==> src/rtl/lslf_pkg.sv <==
package lslf_pkg;

  localparam int CNT_W   = 13;
  localparam int XY_W    = 16;
  localparam int SUM_W   = 29;
  localparam int PROD_W  = 45;
  localparam int RES_W   = 32;
  localparam int WIDE_W  = 64;
  localparam int QDEPTH  = 2;
  localparam int MUL_A_W = 45;
  localparam int MUL_B_W = 29;
  localparam int DIV_N_W = 74;
  localparam int DIV_D_W = 56;
  localparam int DIV_Q_W = 34;

  typedef struct packed {
    logic [CNT_W-1:0]         n;
    logic signed [SUM_W-1:0]  sx;
    logic signed [SUM_W-1:0]  sy;
    logic signed [PROD_W-1:0] sxy;
    logic signed [PROD_W-1:0] sxx;
  } fit_sums_t;

endpackage

==> src/rtl/least_squares_line_fit_top.sv <==
// Samples: one beat per cycle while in_full is low; a beat enters the two-stage
// multiply-accumulate front. Fit: 5 shift-add products and 2 long divisions (a degenerate
// fit skips the divisions and the last product; a quotient overflow ends its division early).
// The back closes one fit at a time; up to two closed fits wait in the queue.
// Reset: synchronous, active low; clears accumulators, queue, sequencer and result valid.
module least_squares_line_fit_top #(
  parameter int MAX_SAMPLES = 4096
) (
  input  logic                                clk,
  input  logic                                rst_n,
  input  logic                                in_push,
  output logic                                in_full,
  input  logic signed [lslf_pkg::XY_W-1:0]    in_x_value,
  input  logic signed [lslf_pkg::XY_W-1:0]    in_y_value,
  input  logic                                in_last_sample,
  output logic                                out_empty,
  input  logic                                out_pop,
  output logic signed [lslf_pkg::RES_W-1:0]   out_slope,
  output logic signed [lslf_pkg::RES_W-1:0]   out_intercept,
  output logic [lslf_pkg::CNT_W-1:0]          out_samples_used,
  output logic                                out_degenerate,
  output logic                                out_saturated
);
  import lslf_pkg::*;

  localparam int QC_W = $clog2(QDEPTH + 1);

  logic             q_push;
  fit_sums_t        q_wdata;
  logic             q_pop;
  fit_sums_t        q_rdata;
  logic [QC_W-1:0]  q_count;
  logic             q_empty;

  lslf_front #(
    .MAX_SAMPLES (MAX_SAMPLES)
  ) u_front (
    .clk            (clk),
    .rst_n          (rst_n),
    .in_push        (in_push),
    .in_full        (in_full),
    .in_x_value     (in_x_value),
    .in_y_value     (in_y_value),
    .in_last_sample (in_last_sample),
    .q_count        (q_count),
    .q_push         (q_push),
    .q_data         (q_wdata)
  );

  lslf_queue u_queue (
    .clk   (clk),
    .rst_n (rst_n),
    .push  (q_push),
    .wdata (q_wdata),
    .pop   (q_pop),
    .rdata (q_rdata),
    .count (q_count),
    .empty (q_empty)
  );

  lslf_back u_back (
    .clk              (clk),
    .rst_n            (rst_n),
    .q_empty          (q_empty),
    .q_pop            (q_pop),
    .q_data           (q_rdata),
    .out_empty        (out_empty),
    .out_pop          (out_pop),
    .out_slope        (out_slope),
    .out_intercept    (out_intercept),
    .out_samples_used (out_samples_used),
    .out_degenerate   (out_degenerate),
    .out_saturated    (out_saturated)
  );

endmodule

==> src/rtl/lslf_front.sv <==
module lslf_front #(
  parameter int MAX_SAMPLES = 4096
) (
  input  logic                                   clk,
  input  logic                                   rst_n,
  input  logic                                   in_push,
  output logic                                   in_full,
  input  logic signed [lslf_pkg::XY_W-1:0]       in_x_value,
  input  logic signed [lslf_pkg::XY_W-1:0]       in_y_value,
  input  logic                                   in_last_sample,
  input  logic [$clog2(lslf_pkg::QDEPTH+1)-1:0]  q_count,
  output logic                                   q_push,
  output lslf_pkg::fit_sums_t                    q_data
);
  import lslf_pkg::*;

  localparam int CW   = $clog2(MAX_SAMPLES + 1);
  localparam int QC_W = $clog2(QDEPTH + 1);

  logic                       accept;
  logic                       s1_valid_r;
  logic                       s1_last_r;
  logic signed [XY_W-1:0]     s1_x_r;
  logic signed [XY_W-1:0]     s1_y_r;
  logic signed [2*XY_W-1:0]   s1_xy_r;
  logic signed [2*XY_W-1:0]   s1_xx_r;
  logic [QC_W:0]              q_need;
  logic                       take;
  logic [CW-1:0]              cnt_r, cnt_add, cnt_nxt;
  logic signed [SUM_W-1:0]    sx_r, sx_add, sx_nxt;
  logic signed [SUM_W-1:0]    sy_r, sy_add, sy_nxt;
  logic signed [PROD_W-1:0]   sxy_r, sxy_add, sxy_nxt;
  logic signed [PROD_W-1:0]   sxx_r, sxx_add, sxx_nxt;

  // a pending last beat is pushed this cycle and counts as a used queue slot
  assign q_need  = (QC_W+1)'(q_count) + (QC_W+1)'(s1_valid_r & s1_last_r);
  assign in_full = q_need >= (QC_W+1)'(QDEPTH);
  assign accept  = in_push && !in_full;

  always_ff @(posedge clk) begin
    if (!rst_n) begin
      s1_valid_r <= 1'b0;
    end else begin
      s1_valid_r <= accept;
    end
  end

  always_ff @(posedge clk) begin
    if (accept) begin
      s1_last_r <= in_last_sample;
      s1_x_r    <= in_x_value;
      s1_y_r    <= in_y_value;
      s1_xy_r   <= in_x_value * in_y_value;
      s1_xx_r   <= in_x_value * in_x_value;
    end
  end

  assign take = s1_valid_r && (cnt_r < CW'(MAX_SAMPLES));

  always_comb begin
    cnt_add = cnt_r;
    sx_add  = sx_r;
    sy_add  = sy_r;
    sxy_add = sxy_r;
    sxx_add = sxx_r;
    if (take) begin
      cnt_add = cnt_r + CW'(1);
      sx_add  = sx_r + SUM_W'(s1_x_r);
      sy_add  = sy_r + SUM_W'(s1_y_r);
      sxy_add = sxy_r + PROD_W'(s1_xy_r);
      sxx_add = sxx_r + PROD_W'(s1_xx_r);
    end
  end

  assign q_push     = s1_valid_r && s1_last_r;
  assign q_data.n   = CNT_W'(cnt_add);
  assign q_data.sx  = sx_add;
  assign q_data.sy  = sy_add;
  assign q_data.sxy = sxy_add;
  assign q_data.sxx = sxx_add;

  always_comb begin
    if (q_push) begin
      cnt_nxt = '0;
      sx_nxt  = '0;
      sy_nxt  = '0;
      sxy_nxt = '0;
      sxx_nxt = '0;
    end else begin
      cnt_nxt = cnt_add;
      sx_nxt  = sx_add;
      sy_nxt  = sy_add;
      sxy_nxt = sxy_add;
      sxx_nxt = sxx_add;
    end
  end

  always_ff @(posedge clk) begin
    if (!rst_n) begin
      cnt_r <= '0;
      sx_r  <= '0;
      sy_r  <= '0;
      sxy_r <= '0;
      sxx_r <= '0;
    end else begin
      cnt_r <= cnt_nxt;
      sx_r  <= sx_nxt;
      sy_r  <= sy_nxt;
      sxy_r <= sxy_nxt;
      sxx_r <= sxx_nxt;
    end
  end

endmodule

==> src/rtl/lslf_queue.sv <==
module lslf_queue (
  input  logic                                   clk,
  input  logic                                   rst_n,
  input  logic                                   push,
  input  lslf_pkg::fit_sums_t                    wdata,
  input  logic                                   pop,
  output lslf_pkg::fit_sums_t                    rdata,
  output logic [$clog2(lslf_pkg::QDEPTH+1)-1:0]  count,
  output logic                                   empty
);
  import lslf_pkg::*;

  localparam int PW   = $clog2(QDEPTH);
  localparam int QC_W = $clog2(QDEPTH + 1);

  fit_sums_t        mem_r [QDEPTH];
  logic [PW-1:0]    wr_ptr_r;
  logic [PW-1:0]    rd_ptr_r;
  logic [QC_W-1:0]  count_r, count_nxt;
  logic             do_push;
  logic             do_pop;

  assign do_push = push && (count_r != QC_W'(QDEPTH));
  assign do_pop  = pop && (count_r != '0);
  assign rdata   = mem_r[rd_ptr_r];
  assign count   = count_r;
  assign empty   = (count_r == '0);

  always_comb begin
    unique case ({do_push, do_pop})
      2'b10:   count_nxt = count_r + QC_W'(1);
      2'b01:   count_nxt = count_r - QC_W'(1);
      default: count_nxt = count_r;
    endcase
  end

  always_ff @(posedge clk) begin
    if (!rst_n) begin
      wr_ptr_r <= '0;
      rd_ptr_r <= '0;
      count_r  <= '0;
    end else begin
      count_r <= count_nxt;
      if (do_push) begin
        wr_ptr_r <= wr_ptr_r + PW'(1);
      end
      if (do_pop) begin
        rd_ptr_r <= rd_ptr_r + PW'(1);
      end
    end
  end

  always_ff @(posedge clk) begin
    if (do_push) begin
      mem_r[wr_ptr_r] <= wdata;
    end
  end

endmodule

==> src/rtl/lslf_mul.sv <==
module lslf_mul (
  input  logic                            clk,
  input  logic                            rst_n,
  input  logic                            start,
  input  logic [lslf_pkg::MUL_A_W-1:0]    a,
  input  logic [lslf_pkg::MUL_B_W-1:0]    b,
  output logic                            done,
  output logic [lslf_pkg::WIDE_W-1:0]     product
);
  import lslf_pkg::*;

  localparam int CW = $clog2(MUL_B_W + 1);

  logic [WIDE_W-1:0]  acc_r;
  logic [WIDE_W-1:0]  mcand_r;
  logic [MUL_B_W-1:0] mplier_r;
  logic [CW-1:0]      cnt_r;
  logic               busy_r;
  logic               done_r;

  // shift-add, one multiplier bit per cycle
  always_ff @(posedge clk) begin
    if (!rst_n) begin
      busy_r <= 1'b0;
      done_r <= 1'b0;
      cnt_r  <= '0;
    end else begin
      done_r <= 1'b0;
      if (start) begin
        busy_r <= 1'b1;
        cnt_r  <= CW'(MUL_B_W);
      end else if (busy_r) begin
        cnt_r <= cnt_r - CW'(1);
        if (cnt_r == CW'(1)) begin
          busy_r <= 1'b0;
          done_r <= 1'b1;
        end
      end
    end
  end

  always_ff @(posedge clk) begin
    if (start) begin
      acc_r    <= '0;
      mcand_r  <= WIDE_W'(a);
      mplier_r <= b;
    end else if (busy_r) begin
      if (mplier_r[0]) begin
        acc_r <= acc_r + mcand_r;
      end
      mcand_r  <= mcand_r << 1;
      mplier_r <= mplier_r >> 1;
    end
  end

  assign done    = done_r;
  assign product = acc_r;

endmodule

==> src/rtl/lslf_div.sv <==
module lslf_div (
  input  logic                            clk,
  input  logic                            rst_n,
  input  logic                            start,
  input  logic [lslf_pkg::DIV_N_W-1:0]    dividend,
  input  logic [lslf_pkg::DIV_D_W-1:0]    divisor,
  output logic                            done,
  output logic [lslf_pkg::DIV_Q_W-1:0]    quotient,
  output logic                            overflow
);
  import lslf_pkg::*;

  localparam int CW = $clog2(DIV_Q_W + 1);

  logic [DIV_D_W:0]   hi_ext;
  logic               start_ovf;
  logic [DIV_D_W:0]   trial;
  logic               ge;
  logic [DIV_D_W-1:0] rem_nxt;
  logic [DIV_D_W-1:0] rem_r;
  logic [DIV_D_W-1:0] d_r;
  logic [DIV_Q_W-1:0] lo_r;
  logic [DIV_Q_W-1:0] q_r;
  logic               ovf_r;
  logic [CW-1:0]      cnt_r;
  logic               busy_r;
  logic               done_r;

  // quotient needs more than DIV_Q_W bits when the top part already reaches the divisor
  assign hi_ext    = (DIV_D_W+1)'(dividend[DIV_N_W-1:DIV_Q_W]);
  assign start_ovf = hi_ext >= {1'b0, divisor};

  assign trial   = {rem_r, lo_r[DIV_Q_W-1]};
  assign ge      = trial >= {1'b0, d_r};
  assign rem_nxt = ge ? DIV_D_W'(trial - {1'b0, d_r}) : DIV_D_W'(trial);

  always_ff @(posedge clk) begin
    if (!rst_n) begin
      busy_r <= 1'b0;
      done_r <= 1'b0;
      cnt_r  <= '0;
    end else begin
      done_r <= 1'b0;
      if (start) begin
        if (start_ovf) begin
          done_r <= 1'b1;
        end else begin
          busy_r <= 1'b1;
          cnt_r  <= CW'(DIV_Q_W);
        end
      end else if (busy_r) begin
        cnt_r <= cnt_r - CW'(1);
        if (cnt_r == CW'(1)) begin
          busy_r <= 1'b0;
          done_r <= 1'b1;
        end
      end
    end
  end

  always_ff @(posedge clk) begin
    if (start) begin
      ovf_r <= start_ovf;
      d_r   <= divisor;
      rem_r <= DIV_D_W'(hi_ext);
      lo_r  <= dividend[DIV_Q_W-1:0];
      q_r   <= '0;
    end else if (busy_r) begin
      rem_r <= rem_nxt;
      lo_r  <= lo_r << 1;
      q_r   <= {q_r[DIV_Q_W-2:0], ge};
    end
  end

  assign done     = done_r;
  assign quotient = q_r;
  assign overflow = ovf_r;

endmodule

==> src/rtl/lslf_back.sv <==
module lslf_back (
  input  logic                                clk,
  input  logic                                rst_n,
  input  logic                                q_empty,
  output logic                                q_pop,
  input  lslf_pkg::fit_sums_t                 q_data,
  output logic                                out_empty,
  input  logic                                out_pop,
  output logic signed [lslf_pkg::RES_W-1:0]   out_slope,
  output logic signed [lslf_pkg::RES_W-1:0]   out_intercept,
  output logic [lslf_pkg::CNT_W-1:0]          out_samples_used,
  output logic                                out_degenerate,
  output logic                                out_saturated
);
  import lslf_pkg::*;

  localparam logic [3:0] ST_IDLE       = 4'd0;
  localparam logic [3:0] ST_MUL_GO     = 4'd1;
  localparam logic [3:0] ST_MUL_WAIT   = 4'd2;
  localparam logic [3:0] ST_CHECK      = 4'd3;
  localparam logic [3:0] ST_DIV_M_GO   = 4'd4;
  localparam logic [3:0] ST_DIV_M_WAIT = 4'd5;
  localparam logic [3:0] ST_DIV_C_PREP = 4'd6;
  localparam logic [3:0] ST_DIV_C_GO   = 4'd7;
  localparam logic [3:0] ST_DIV_C_WAIT = 4'd8;
  localparam logic [3:0] ST_DONE       = 4'd9;

  localparam logic [2:0] P_N_SXY = 3'd0;
  localparam logic [2:0] P_SX_SY = 3'd1;
  localparam logic [2:0] P_N_SXX = 3'd2;
  localparam logic [2:0] P_SX_SX = 3'd3;
  localparam logic [2:0] P_M_SX  = 3'd4;

  localparam int FRAC_SH = 17;
  localparam int SY_SH   = 16;
  localparam int DEN_SH  = 8;
  localparam logic [DIV_Q_W:0] BIG_MAG = (DIV_Q_W+1)'(64'h1_0000_0000);
  localparam logic [DIV_Q_W:0] MIN_MAG = (DIV_Q_W+1)'(64'h8000_0000);
  localparam logic [DIV_Q_W:0] MAX_MAG = (DIV_Q_W+1)'(64'h7FFF_FFFF);

  typedef struct packed {
    logic signed [RES_W-1:0] val;
    logic                    sat;
  } clip_t;

  function automatic clip_t clip_res(input logic neg, input logic [DIV_Q_W:0] mag);
    clip_t r;
    r.sat = 1'b0;
    if (neg) begin
      if (mag > MIN_MAG) begin
        r.val = {1'b1, {(RES_W-1){1'b0}}};
        r.sat = 1'b1;
      end else begin
        r.val = -RES_W'(mag);
      end
    end else begin
      if (mag > MAX_MAG) begin
        r.val = {1'b0, {(RES_W-1){1'b1}}};
        r.sat = 1'b1;
      end else begin
        r.val = RES_W'(mag);
      end
    end
    return r;
  endfunction

  logic [3:0]               state_r, state_nxt;
  logic [2:0]               idx_r, idx_nxt;
  fit_sums_t                sums_r;
  logic signed [WIDE_W-1:0] num_r, num_nxt;
  logic signed [WIDE_W-1:0] den_r, den_nxt;
  logic [WIDE_W-1:0]        mag_r, mag_nxt;
  logic                     neg_r, neg_nxt;
  logic signed [RES_W-1:0]  m_r, m_nxt;
  logic signed [RES_W-1:0]  c_r, c_nxt;
  logic                     sat_r, sat_nxt;
  logic                     degen_r, degen_nxt;
  logic                     out_valid_r, out_valid_nxt;
  logic                     out_load;
  logic signed [RES_W-1:0]  out_slope_r;
  logic signed [RES_W-1:0]  out_intercept_r;
  logic [CNT_W-1:0]         out_samples_r;
  logic                     out_degen_r;
  logic                     out_sat_r;

  logic [SUM_W-1:0]         sx_mag;
  logic [SUM_W-1:0]         sy_mag;
  logic [PROD_W-1:0]        sxy_mag;
  logic [RES_W-1:0]         m_mag;
  logic [WIDE_W-1:0]        num_abs;

  logic                     mul_start;
  logic [MUL_A_W-1:0]       mul_a;
  logic [MUL_B_W-1:0]       mul_b;
  logic                     mul_neg;
  logic                     mul_sub;
  logic                     mul_to_den;
  logic signed [WIDE_W-1:0] mul_base;
  logic                     mul_done;
  logic [WIDE_W-1:0]        mul_p;
  logic signed [WIDE_W-1:0] acc_val;

  logic                     div_start;
  logic [DIV_N_W-1:0]       div_n;
  logic [DIV_D_W-1:0]       div_d;
  logic                     div_done;
  logic [DIV_Q_W-1:0]       div_q;
  logic                     div_ovf;
  logic [DIV_Q_W:0]         q_inc;
  logic [DIV_Q_W:0]         slope_mag;
  logic [DIV_Q_W:0]         icpt_mag;
  clip_t                    clip_m;
  clip_t                    clip_c;

  assign sx_mag  = sums_r.sx[SUM_W-1] ? -sums_r.sx : sums_r.sx;
  assign sy_mag  = sums_r.sy[SUM_W-1] ? -sums_r.sy : sums_r.sy;
  assign sxy_mag = sums_r.sxy[PROD_W-1] ? -sums_r.sxy : sums_r.sxy;
  assign m_mag   = m_r[RES_W-1] ? -m_r : m_r;
  assign num_abs = num_r[WIDE_W-1] ? -num_r : num_r;

  always_comb begin
    mul_a      = '0;
    mul_b      = '0;
    mul_neg    = 1'b0;
    mul_sub    = 1'b0;
    mul_to_den = 1'b0;
    mul_base   = '0;
    unique case (idx_r)
      P_N_SXY: begin
        mul_a   = sxy_mag;
        mul_b   = MUL_B_W'(sums_r.n);
        mul_neg = sums_r.sxy[PROD_W-1];
      end
      P_SX_SY: begin
        mul_a    = MUL_A_W'(sy_mag);
        mul_b    = MUL_B_W'(sx_mag);
        mul_neg  = sums_r.sx[SUM_W-1] ^ sums_r.sy[SUM_W-1];
        mul_sub  = 1'b1;
        mul_base = num_r;
      end
      P_N_SXX: begin
        mul_a      = MUL_A_W'($unsigned(sums_r.sxx));
        mul_b      = MUL_B_W'(sums_r.n);
        mul_to_den = 1'b1;
      end
      P_SX_SX: begin
        mul_a      = MUL_A_W'(sx_mag);
        mul_b      = MUL_B_W'(sx_mag);
        mul_sub    = 1'b1;
        mul_to_den = 1'b1;
        mul_base   = den_r;
      end
      P_M_SX: begin
        mul_a    = MUL_A_W'(m_mag);
        mul_b    = MUL_B_W'(sx_mag);
        mul_neg  = m_r[RES_W-1] ^ sums_r.sx[SUM_W-1];
        mul_sub  = 1'b1;
        mul_base = WIDE_W'(sums_r.sy) <<< SY_SH;
      end
      default: begin
        mul_a = '0;
      end
    endcase
  end

  assign acc_val = (mul_neg ^ mul_sub) ? mul_base - $signed(mul_p)
                                       : mul_base + $signed(mul_p);

  assign mul_start = (state_r == ST_MUL_GO);
  assign div_start = (state_r == ST_DIV_M_GO) || (state_r == ST_DIV_C_GO);

  // slope: num << 17 / den, then round; intercept: (2|num| + 256n) / 512n
  always_comb begin
    if (state_r == ST_DIV_M_GO) begin
      div_n = DIV_N_W'(mag_r) << FRAC_SH;
      div_d = DIV_D_W'(den_r);
    end else begin
      div_n = DIV_N_W'({mag_r, 1'b0}) + (DIV_N_W'(sums_r.n) << DEN_SH);
      div_d = DIV_D_W'(sums_r.n) << (DEN_SH + 1);
    end
  end

  assign q_inc     = (DIV_Q_W+1)'(div_q) + (DIV_Q_W+1)'(1);
  assign slope_mag = div_ovf ? BIG_MAG : (q_inc >> 1);
  assign icpt_mag  = div_ovf ? BIG_MAG : (DIV_Q_W+1)'(div_q);
  assign clip_m    = clip_res(neg_r, slope_mag);
  assign clip_c    = clip_res(neg_r, icpt_mag);

  lslf_mul u_mul (
    .clk     (clk),
    .rst_n   (rst_n),
    .start   (mul_start),
    .a       (mul_a),
    .b       (mul_b),
    .done    (mul_done),
    .product (mul_p)
  );

  lslf_div u_div (
    .clk      (clk),
    .rst_n    (rst_n),
    .start    (div_start),
    .dividend (div_n),
    .divisor  (div_d),
    .done     (div_done),
    .quotient (div_q),
    .overflow (div_ovf)
  );

  always_comb begin
    state_nxt     = state_r;
    idx_nxt       = idx_r;
    num_nxt       = num_r;
    den_nxt       = den_r;
    mag_nxt       = mag_r;
    neg_nxt       = neg_r;
    m_nxt         = m_r;
    c_nxt         = c_r;
    sat_nxt       = sat_r;
    degen_nxt     = degen_r;
    q_pop         = 1'b0;
    out_load      = 1'b0;
    out_valid_nxt = out_valid_r && !out_pop;
    unique case (state_r)
      ST_IDLE: begin
        if (!q_empty) begin
          q_pop     = 1'b1;
          idx_nxt   = P_N_SXY;
          num_nxt   = '0;
          den_nxt   = '0;
          m_nxt     = '0;
          c_nxt     = '0;
          sat_nxt   = 1'b0;
          degen_nxt = 1'b0;
          state_nxt = ST_MUL_GO;
        end
      end
      ST_MUL_GO: begin
        state_nxt = ST_MUL_WAIT;
      end
      ST_MUL_WAIT: begin
        if (mul_done) begin
          if (mul_to_den) begin
            den_nxt = acc_val;
          end else begin
            num_nxt = acc_val;
          end
          if (idx_r == P_SX_SX) begin
            state_nxt = ST_CHECK;
          end else if (idx_r == P_M_SX) begin
            state_nxt = ST_DIV_C_PREP;
          end else begin
            idx_nxt   = idx_r + 3'd1;
            state_nxt = ST_MUL_GO;
          end
        end
      end
      ST_CHECK: begin
        if (den_r[WIDE_W-1] || (den_r == '0)) begin
          degen_nxt = 1'b1;
          state_nxt = ST_DONE;
        end else begin
          mag_nxt   = num_abs;
          neg_nxt   = num_r[WIDE_W-1];
          state_nxt = ST_DIV_M_GO;
        end
      end
      ST_DIV_M_GO: begin
        state_nxt = ST_DIV_M_WAIT;
      end
      ST_DIV_M_WAIT: begin
        if (div_done) begin
          m_nxt     = clip_m.val;
          sat_nxt   = clip_m.sat;
          idx_nxt   = P_M_SX;
          state_nxt = ST_MUL_GO;
        end
      end
      ST_DIV_C_PREP: begin
        mag_nxt   = num_abs;
        neg_nxt   = num_r[WIDE_W-1];
        state_nxt = ST_DIV_C_GO;
      end
      ST_DIV_C_GO: begin
        state_nxt = ST_DIV_C_WAIT;
      end
      ST_DIV_C_WAIT: begin
        if (div_done) begin
          c_nxt     = clip_c.val;
          sat_nxt   = sat_r | clip_c.sat;
          state_nxt = ST_DONE;
        end
      end
      ST_DONE: begin
        if (!out_valid_r || out_pop) begin
          out_load      = 1'b1;
          out_valid_nxt = 1'b1;
          state_nxt     = ST_IDLE;
        end
      end
      default: begin
        state_nxt = ST_IDLE;
      end
    endcase
  end

  always_ff @(posedge clk) begin
    if (!rst_n) begin
      state_r     <= ST_IDLE;
      idx_r       <= P_N_SXY;
      out_valid_r <= 1'b0;
    end else begin
      state_r     <= state_nxt;
      idx_r       <= idx_nxt;
      out_valid_r <= out_valid_nxt;
    end
  end

  always_ff @(posedge clk) begin
    num_r   <= num_nxt;
    den_r   <= den_nxt;
    mag_r   <= mag_nxt;
    neg_r   <= neg_nxt;
    m_r     <= m_nxt;
    c_r     <= c_nxt;
    sat_r   <= sat_nxt;
    degen_r <= degen_nxt;
    if (q_pop) begin
      sums_r <= q_data;
    end
  end

  always_ff @(posedge clk) begin
    if (out_load) begin
      out_slope_r     <= m_r;
      out_intercept_r <= c_r;
      out_samples_r   <= sums_r.n;
      out_degen_r     <= degen_r;
      out_sat_r       <= sat_r;
    end
  end

  assign out_empty        = !out_valid_r;
  assign out_slope        = out_slope_r;
  assign out_intercept    = out_intercept_r;
  assign out_samples_used = out_samples_r;
  assign out_degenerate   = out_degen_r;
  assign out_saturated    = out_sat_r;

endmodule

==> config.mk <==
export PLATFORM = sky130hd
export DESIGN_NAME = least_squares_line_fit_top
export DESIGN_NICKNAME = d
export VERILOG_FILES = /design/src/rtl/lslf_pkg.sv /design/src/rtl/least_squares_line_fit_top.sv /design/src/rtl/lslf_front.sv /design/src/rtl/lslf_queue.sv /design/src/rtl/lslf_mul.sv /design/src/rtl/lslf_div.sv /design/src/rtl/lslf_back.sv
export SDC_FILE = /design/constraint.sdc
export NUM_CORES = 2
export LEC_CHECK = 0
export ABC_AREA = 1
export BUFFER_PORTS_ARGS = -buffer_cell sky130_fd_sc_hd__clkbuf_2
export CAP_MARGIN = 20
export CELL_PAD_IN_SITES_DETAIL_PLACEMENT = 1
export CELL_PAD_IN_SITES_GLOBAL_PLACEMENT = 2
export CORE_MARGIN = 4
export CORE_UTILIZATION = 36
export DETAILED_ROUTE_END_ITERATION = 6
export PLACE_DENSITY = 0.89
export REMOVE_ABC_BUFFERS = 1
export SYNTH_ARGS = -nofsm -noshare
export SYNTH_HDL_FRONTEND = slang
export SYNTH_SLANG_ARGS = --single-unit
==> constraint.sdc <==
create_clock -name clk -period 10.72 [get_ports clk]
set_input_delay 3.216 -clock clk [delete_from_list [all_inputs] [get_ports clk]]
set_output_delay 3.216 -clock clk [all_outputs]
set_load 0.02 [all_outputs]
* After elaboration in Yosys (flattened, before gate mapping)
Memory sizes are Yosys's and may differ from the RTL's. A register that Yosys moved wholly into a read port is not among the register bits. Index checks and enable logic that the tools add are counted.
Operators by class: multiply operators 2, reduce and logical (&&, ||, !) cells 44, equal/unequal tests 30, multiplexer cells 103, add/subtract/negate cells 26, bitwise operators 7, magnitude comparators 8
Operators with widths (count):
- $mux 64 | 8
- $pmux 64 s2 | 3
- $mux 32 | 8
- $mux 45 | 5
- $pmux 45 s5 | 1
- $pmux 64 s3 | 1
- $mux 29 | 6
- $mux 34 | 4
- $add 64x64->64 | 2
- $pmux 32 s2 | 2
- $mux 56 | 2
- $neg 32->32 | 3
- $add 45x32->45 | 2
- $mux 40 | 2
- $mux 74 | 1
- $gt 35x31->1 const B | 2
- $gt 35x32->1 const B | 2
- $add 65x21->66 | 1
- $mux 33 | 2
- $logic_not 64->1 | 1
- $mul 16x16->32 | 2
- $neg 64->64 | 1
- $sub 64x64->64 | 1
- $add 29x16->29 | 2
- other kinds (60) | 156
Storage, ports and cells: RAM bits 322, input bits 37, register bits after elaboration 962, output and inout port bits 81, memories 1, logic and storage cells 268
Memory list:
- u_queue.mem_r | words 2, width 161, read ports 1, clocked after Yosys merged registers in 1, write ports 1, RTL line lslf_queue.sv:16 | fit_sums_t mem_r [QDEPTH];

* Depth between registers and ports, before layout
depth after elaboration 8, gate-level depth with buffers 30, depth with buffers taken out 30

* By module
Synthesis repeated with hierarchy kept, for this count alone.
Second synthesis, totals: cell total of the unflattened synthesis 15251, area, all modules 115086.6 sq um
Modules (own cells, without submodules):
- lslf_front | cells an instance 5829, area each 40370.0 sq um, instances 1, sequential area each 6095.8 sq um
- lslf_back | cells an instance 4865, area each 36692.7 sq um, instances 1, sequential area each 15144.5 sq um
- lslf_div | cells an instance 1967, area each 13475.4 sq um, instances 1, sequential area each 5094.9 sq um
- lslf_mul | cells an instance 2051, area each 12326.8 sq um, instances 1, sequential area each 4023.9 sq um
- lslf_queue | cells an instance 539, area each 12221.7 sq um, instances 1, sequential area each 9769.4 sq um

* Worst setup path before layout
Ideal clock, no wire load.
kind register -> register, start point register u_back.state_r[0], end point register u_back.c_r[0] (enable), clock period less this slack 11.271 ns, setup time 0.466 ns, slack -0.551 ns, cell stages (with the launch flop) 8, data required time 10.254 ns, path buffers 0, data arrival time 10.805 ns, path through dfxtp_1 nor2_1 nand2_1 nor2_1 inv_1 a21oi_1 inv_1 o21ai_0
Between the ends: longest elaborated chain between the ends 3, elaborated cells on any way between the ends 6, those cells by class eq/ne (3); reduce/logical (3)
RTL lines:
- from (decl) | RTL line lslf_back.sv:67 | logic [3:0] state_r, state_nxt;
- from (signal assigned) | RTL line lslf_back.sv:313 | state_r <= state_nxt;
- $eq 4x4->1 / $logic_not 4->1 (equally long branches) | RTL line lslf_back.sv:224 | unique case (state_r)
- $ne 2x2->1 (no line) / $reduce_bool 2->1 (equally long branches)
- $reduce_and 3->1 (no line) (*)
- to (signal assigned) | RTL line lslf_back.sv:325 | c_r <= c_nxt;
- to (decl) | RTL line lslf_back.sv:75 | logic signed [RES_W-1:0] c_r, c_nxt;
Every way passes the cells marked *; elsewhere a longest branch is shown, timed or not. A chain may end at the register's enable or synchronous reset.

* Final worst setup path
start point input port in_x_value[6] (netlist name), end point register u_front.s1_xy_r[29], data pin
Between the ends: longest elaborated chain between the ends 1
RTL lines:
- from (decl) | RTL line least_squares_line_fit_top.sv:13 | input logic signed [lslf_pkg::XY_W-1:0] in_x_value,
- $mul 16x16->32 | RTL line lslf_front.sv:53 | s1_xy_r <= in_x_value * in_y_value;
- to (signal assigned) | RTL line lslf_front.sv:53
- to (decl) | RTL line lslf_front.sv:25 | logic signed [2*XY_W-1:0] s1_xy_r;
No other way between the ends.

==> metrics.md <==
| Metric | Value |
|---|---|
| Min Tclk post-route | `8.75 ns` |
| Final setup fails | `0` |
| Vias per cell | `5.24` |
| Layout Cells excl Fill | `17,800` |
| Number of synthesized flops with an enable pin | `1,120` |
| Avg Cell Area, Syn | `7.91 sq um` |
| Worst Path Arrival | `9.33 ns` |
| Hold Slack | `0.418 ns` |
| GRT overflow | `0` |
| Placed Cells | `17,500` |
| Max Cap Viol | `0` |
| Gr usage total | `25.1%` |
| Clk pin slew, worst setup/hold paths | `0.06 ns` |
| DR vias | `93,400` |
| RD Place Congestion | `0.994` |
| Max incr delay on CP | `0.58 ns` |
| Worst vdd ir | `0.951 mV` |
| CTS tree | `yes` |
| Post-synthesis mux area share | `0%` |
| Met1 Use GR | `31.6%` |
| Status | `completed` |
| Worst-Margin Slew | `1.21 ns` |
| Initial DRT Pass Iterations | `5` |
| Initial antenna violation count | `14` |
| Met3 GRT Util | `2.38%` |
| Clock Skew | `0.0978 ns` |
| # H-tree levels | `4` |
| Remaining DRCs | `0` |
| CP max stage cell | `fa_1` |
| PostCTS Resize Cnt | `0` |
| Post-CTS Setup Bufs | `0` |
| CTS sink count | `1,442` |
| Synth Flop Type | `edfxtp_1` |
| Yosys reg bits | `1,442` |
| Final Hold Viols | `0` |
| DP Wirelength | `317,000 um` |
| Largest net degree at the start of global routing | `132` |
| IO Pins | `118` |
| Layout area overhead | `10.1%` |
| Met2 Track Usage GR | `43.7%` |
| Startpoint types | `primary input` |
| Share of layout cells above drive strength 1 | `5.00%` |
| Max Slew Vio Count | `0` |
| CP endpoint kind | `flip-flop` |
| Synth Area in Simple Gates | `21.7%` |
| PortBufs | `117` |
| Synth Cell Area | `0.108 sq mm` |
| Maximum operating frequency | `114 MHz` |
| Routed Antenna Nets | `0` |
| Rows | `201` |
| Root Buffer | `clkbuf_16` |
| Die area | `0.309 sq mm` |
| Seq/Total Area, Yosys | `37.0%` |
| Drt total wl | `396,000 um` |
| Power per standard cell area | `354 mW/mm^2` |
| Final setup margin | `1.97 ns` |
| Max Fanout on Critical Path | `19` |
| # hold bufs at CTS | `0` |
| Synth async-reset ratio | `0%` |
| Syn Inst Count | `13,700` |
| Area of the core | `0.300 sq mm` |
| Required time worst endpoint | `11.30 ns` |
| Tcrit/Tclk final | `81.6%` |
| Die Ht | `556 um` |
| Avg WL per Cell | `22.2 um` |
| Worst slew margin | `19.4%` |
| Inserted Clock Buffers | `176` |
| Crit path kind | `primary input to flip-flop` |
| Vias in the first global route | `98,000` |
| Pleak | `0.0537 uW` |
| Hold Path Class | `flip-flop to flip-flop` |
| Iter 0 DRT Violations | `6,038` |
| Synth Area in XOR/XNOR | `4.23%` |
| Clock Tree Buf Depth | `4` |
| First-pass GRT wire length | `602,000 um` |
| Unrepaired setup endpoints after global routing | `no` |
| Initial Util | `36.1%` |
| Synth Area in Adders | `16.0%` |
| Top Usage Layer GRT | `met2` |
| Synth Area in Compound Gates | `11.7%` |
| Pre-CTS WS | `1.14 ns` |
| Count of cell types in the netlist | `65` |
| Worst skew pair latency | `0.90 ns` |
| Synth Warn # | `0` |
| Die width | `556 um` |
| Largest family of logic cells by synthesized area | `simple AND/OR/NAND/NOR gates` |
| Total Nets Final | `14,800` |
==> area by class of cell <==
| type | count | area, sq um |
|---|---|---|
| diodes | 9 | 22.5 |
| flip-flops and latches | 1442 | 40100 |
| clock buffers | 216 | 4650 |
| well taps | 3958 | 4950 |
| clock inverters | 100 | 1170 |
| repair buffers | 235 | 1490 |
| fillers | 36300 | 180000 |
| multi-input cells | 9526 | 58100 |
| inverters | 2324 | 8740 |
==> sequential cells by signal (all words and copies together), names as in the netlist, 56 cells and up <==
name                  cells
u_back.sums_r           161
u_back.den_r             64
u_back.num_r             64
u_back.u_mul.product     64
u_back.u_div.rem_r       56
u_back.u_mul.mcand_r     64
u_back.u_div.d_r         56
u_queue.mem_r           322
u_back.mag_r             64
==> synth_stat cells (6+ instances only) <==
library cell / n / area, sq um
and3_1: 15 / 93.8
o21bai_1: 58 / 435
clkinv_1: 8 / 30.0
o2111ai_1: 13 / 114
a21boi_0: 30 / 225
a22oi_1: 13 / 97.6
nand3_2: 14 / 140
nand2_1: 3076 / 11500
buf_1: 37 / 139
a211oi_1: 17 / 128
nand4_1: 131 / 820
nor2_2: 11 / 68.8
dfxtp_1: 322 / 6450
buf_2: 11 / 55.1
nor4_1: 90 / 563
xor2_1: 383 / 3350
o211ai_1: 63 / 473
o21ai_0: 782 / 3910
o22ai_1: 52 / 325
inv_2: 15 / 56.3
nand3b_1: 21 / 158
xnor2_1: 139 / 1220
edfxtp_1: 1120 / 33600
fa_1: 504 / 10100
a31oi_1: 84 / 526
a21o_1: 75 / 563
nand3_1: 578 / 2890
nor2_1: 1402 / 5260
nor3_1: 184 / 921
o221ai_1: 52 / 455
o21a_1: 29 / 218
or2_2: 109 / 682
a21oi_1: 924 / 4620
o31ai_1: 23 / 173
nor2_4: 7 / 78.8
inv_1: 2301 / 8640
ha_1: 574 / 7180
clkbuf_1: 333 / 1250
o21ai_1: 6 / 30.0
a221oi_1: 13 / 114
==> logic make-up after synthesis <==
kind of cell	count (synthesis)
xor gates and xnor gates	522
DFF	1442
buffers and inverters	2708
and+or+nand+nor	5666
AOI/OAI and AO/OA	2260
adders and majority gates	1078
==> worst max-delay path, delay by kind of cell <==
| kind | cells | cell delay, ns |
|---|---|---|
| AOI/OAI and AO/OA | 3 | 0.55 |
| and+or+nand+nor | 7 | 0.69 |
| xor gates and xnor gates | 1 | 0.14 |
| adders and majority gates | 7 | 3.54 |
| buffers and inverters | 8 | 1.15 |
==> path summary, 6_finish.rpt <==
path | end | depth (start not counted) | slack (ns) | from
setup / recovery | u_front.s1_xy_r[29] | 26 | 1.97 | in_x_value[6]
hold reg to reg | u_back.out_intercept[1] | 0 | 0.42 | u_back.c_r[1]
setup reg to reg | u_back.num_r[47] | 23 | 3.58 | u_back.sums_r[89]
hold / removal | u_back.out_intercept[1] | 0 | 0.42 | u_back.c_r[1]
==> through the flow <==
| step | instance area [sq um] | util (%) | power, uW | TNS [ns] |
|---|---|---|---|---|
| after floorplan | 107000 | - | 27600 | -35.25 |
| after global placement | 113000 | 37.8 | 35600 | 0 |
| after detailed placement | 113000 | 37.8 | 36100 | 0 |
| after CTS | 119000 | 39.8 | 42500 | 0 |
| after global routing | 119000 | 39.8 | 46000 | 0 |
| final | 119000 | 39.8 | 42200 | 0 |
==> power by group <==
group	internal, uW	switching (uW)	total [uW]	leakage, uW
clock network	3600	2530	6130	0.00281
logic	8360	17400	25800	0.0377
registers	8850	1450	10300	0.0132
total	20800	21400	42200	0.0537
==> cell usage in the layout, fill, tap and decap left out, types with 15 or more instances in the layout <==
cell type  instances
o21bai_1          58
inv_2             15
nand3b_1          21
nand3_2           15
clkinv_1          36
bufinv_16         21
inv_1           2295
nor2_1          1394
o221ai_1          52
clkbuf_16        176
o22ai_1           52
a31oi_1           84
dfxtp_1          321
clkbuf_1          30
xor2_1           383
nor4_1            90
xnor2_1          139
ha_1             574
a21o_1            75
o21ai_0          780
a211oi_1          17
a21boi_0          30
nand2_1         3071
o21a_1            29
clkinv_2          18
fa_1             504
o31ai_1           23
nand4_1          131
or2_2            109
clkbuf_2         117
and3_1            15
nand3_1          577
buf_4            115
a21oi_1          922
edfxtp_1        1120
o211ai_1          63
nor3_1           183
==> layer usage <==
layer	vias up	share of wire [%]
met3	659	3.9
met2	2010	49
met5	-	0
met1	46100	42
met4	0	5.3
li1	44600	-
Note: power is estimated with default switching activity, not from simulation.
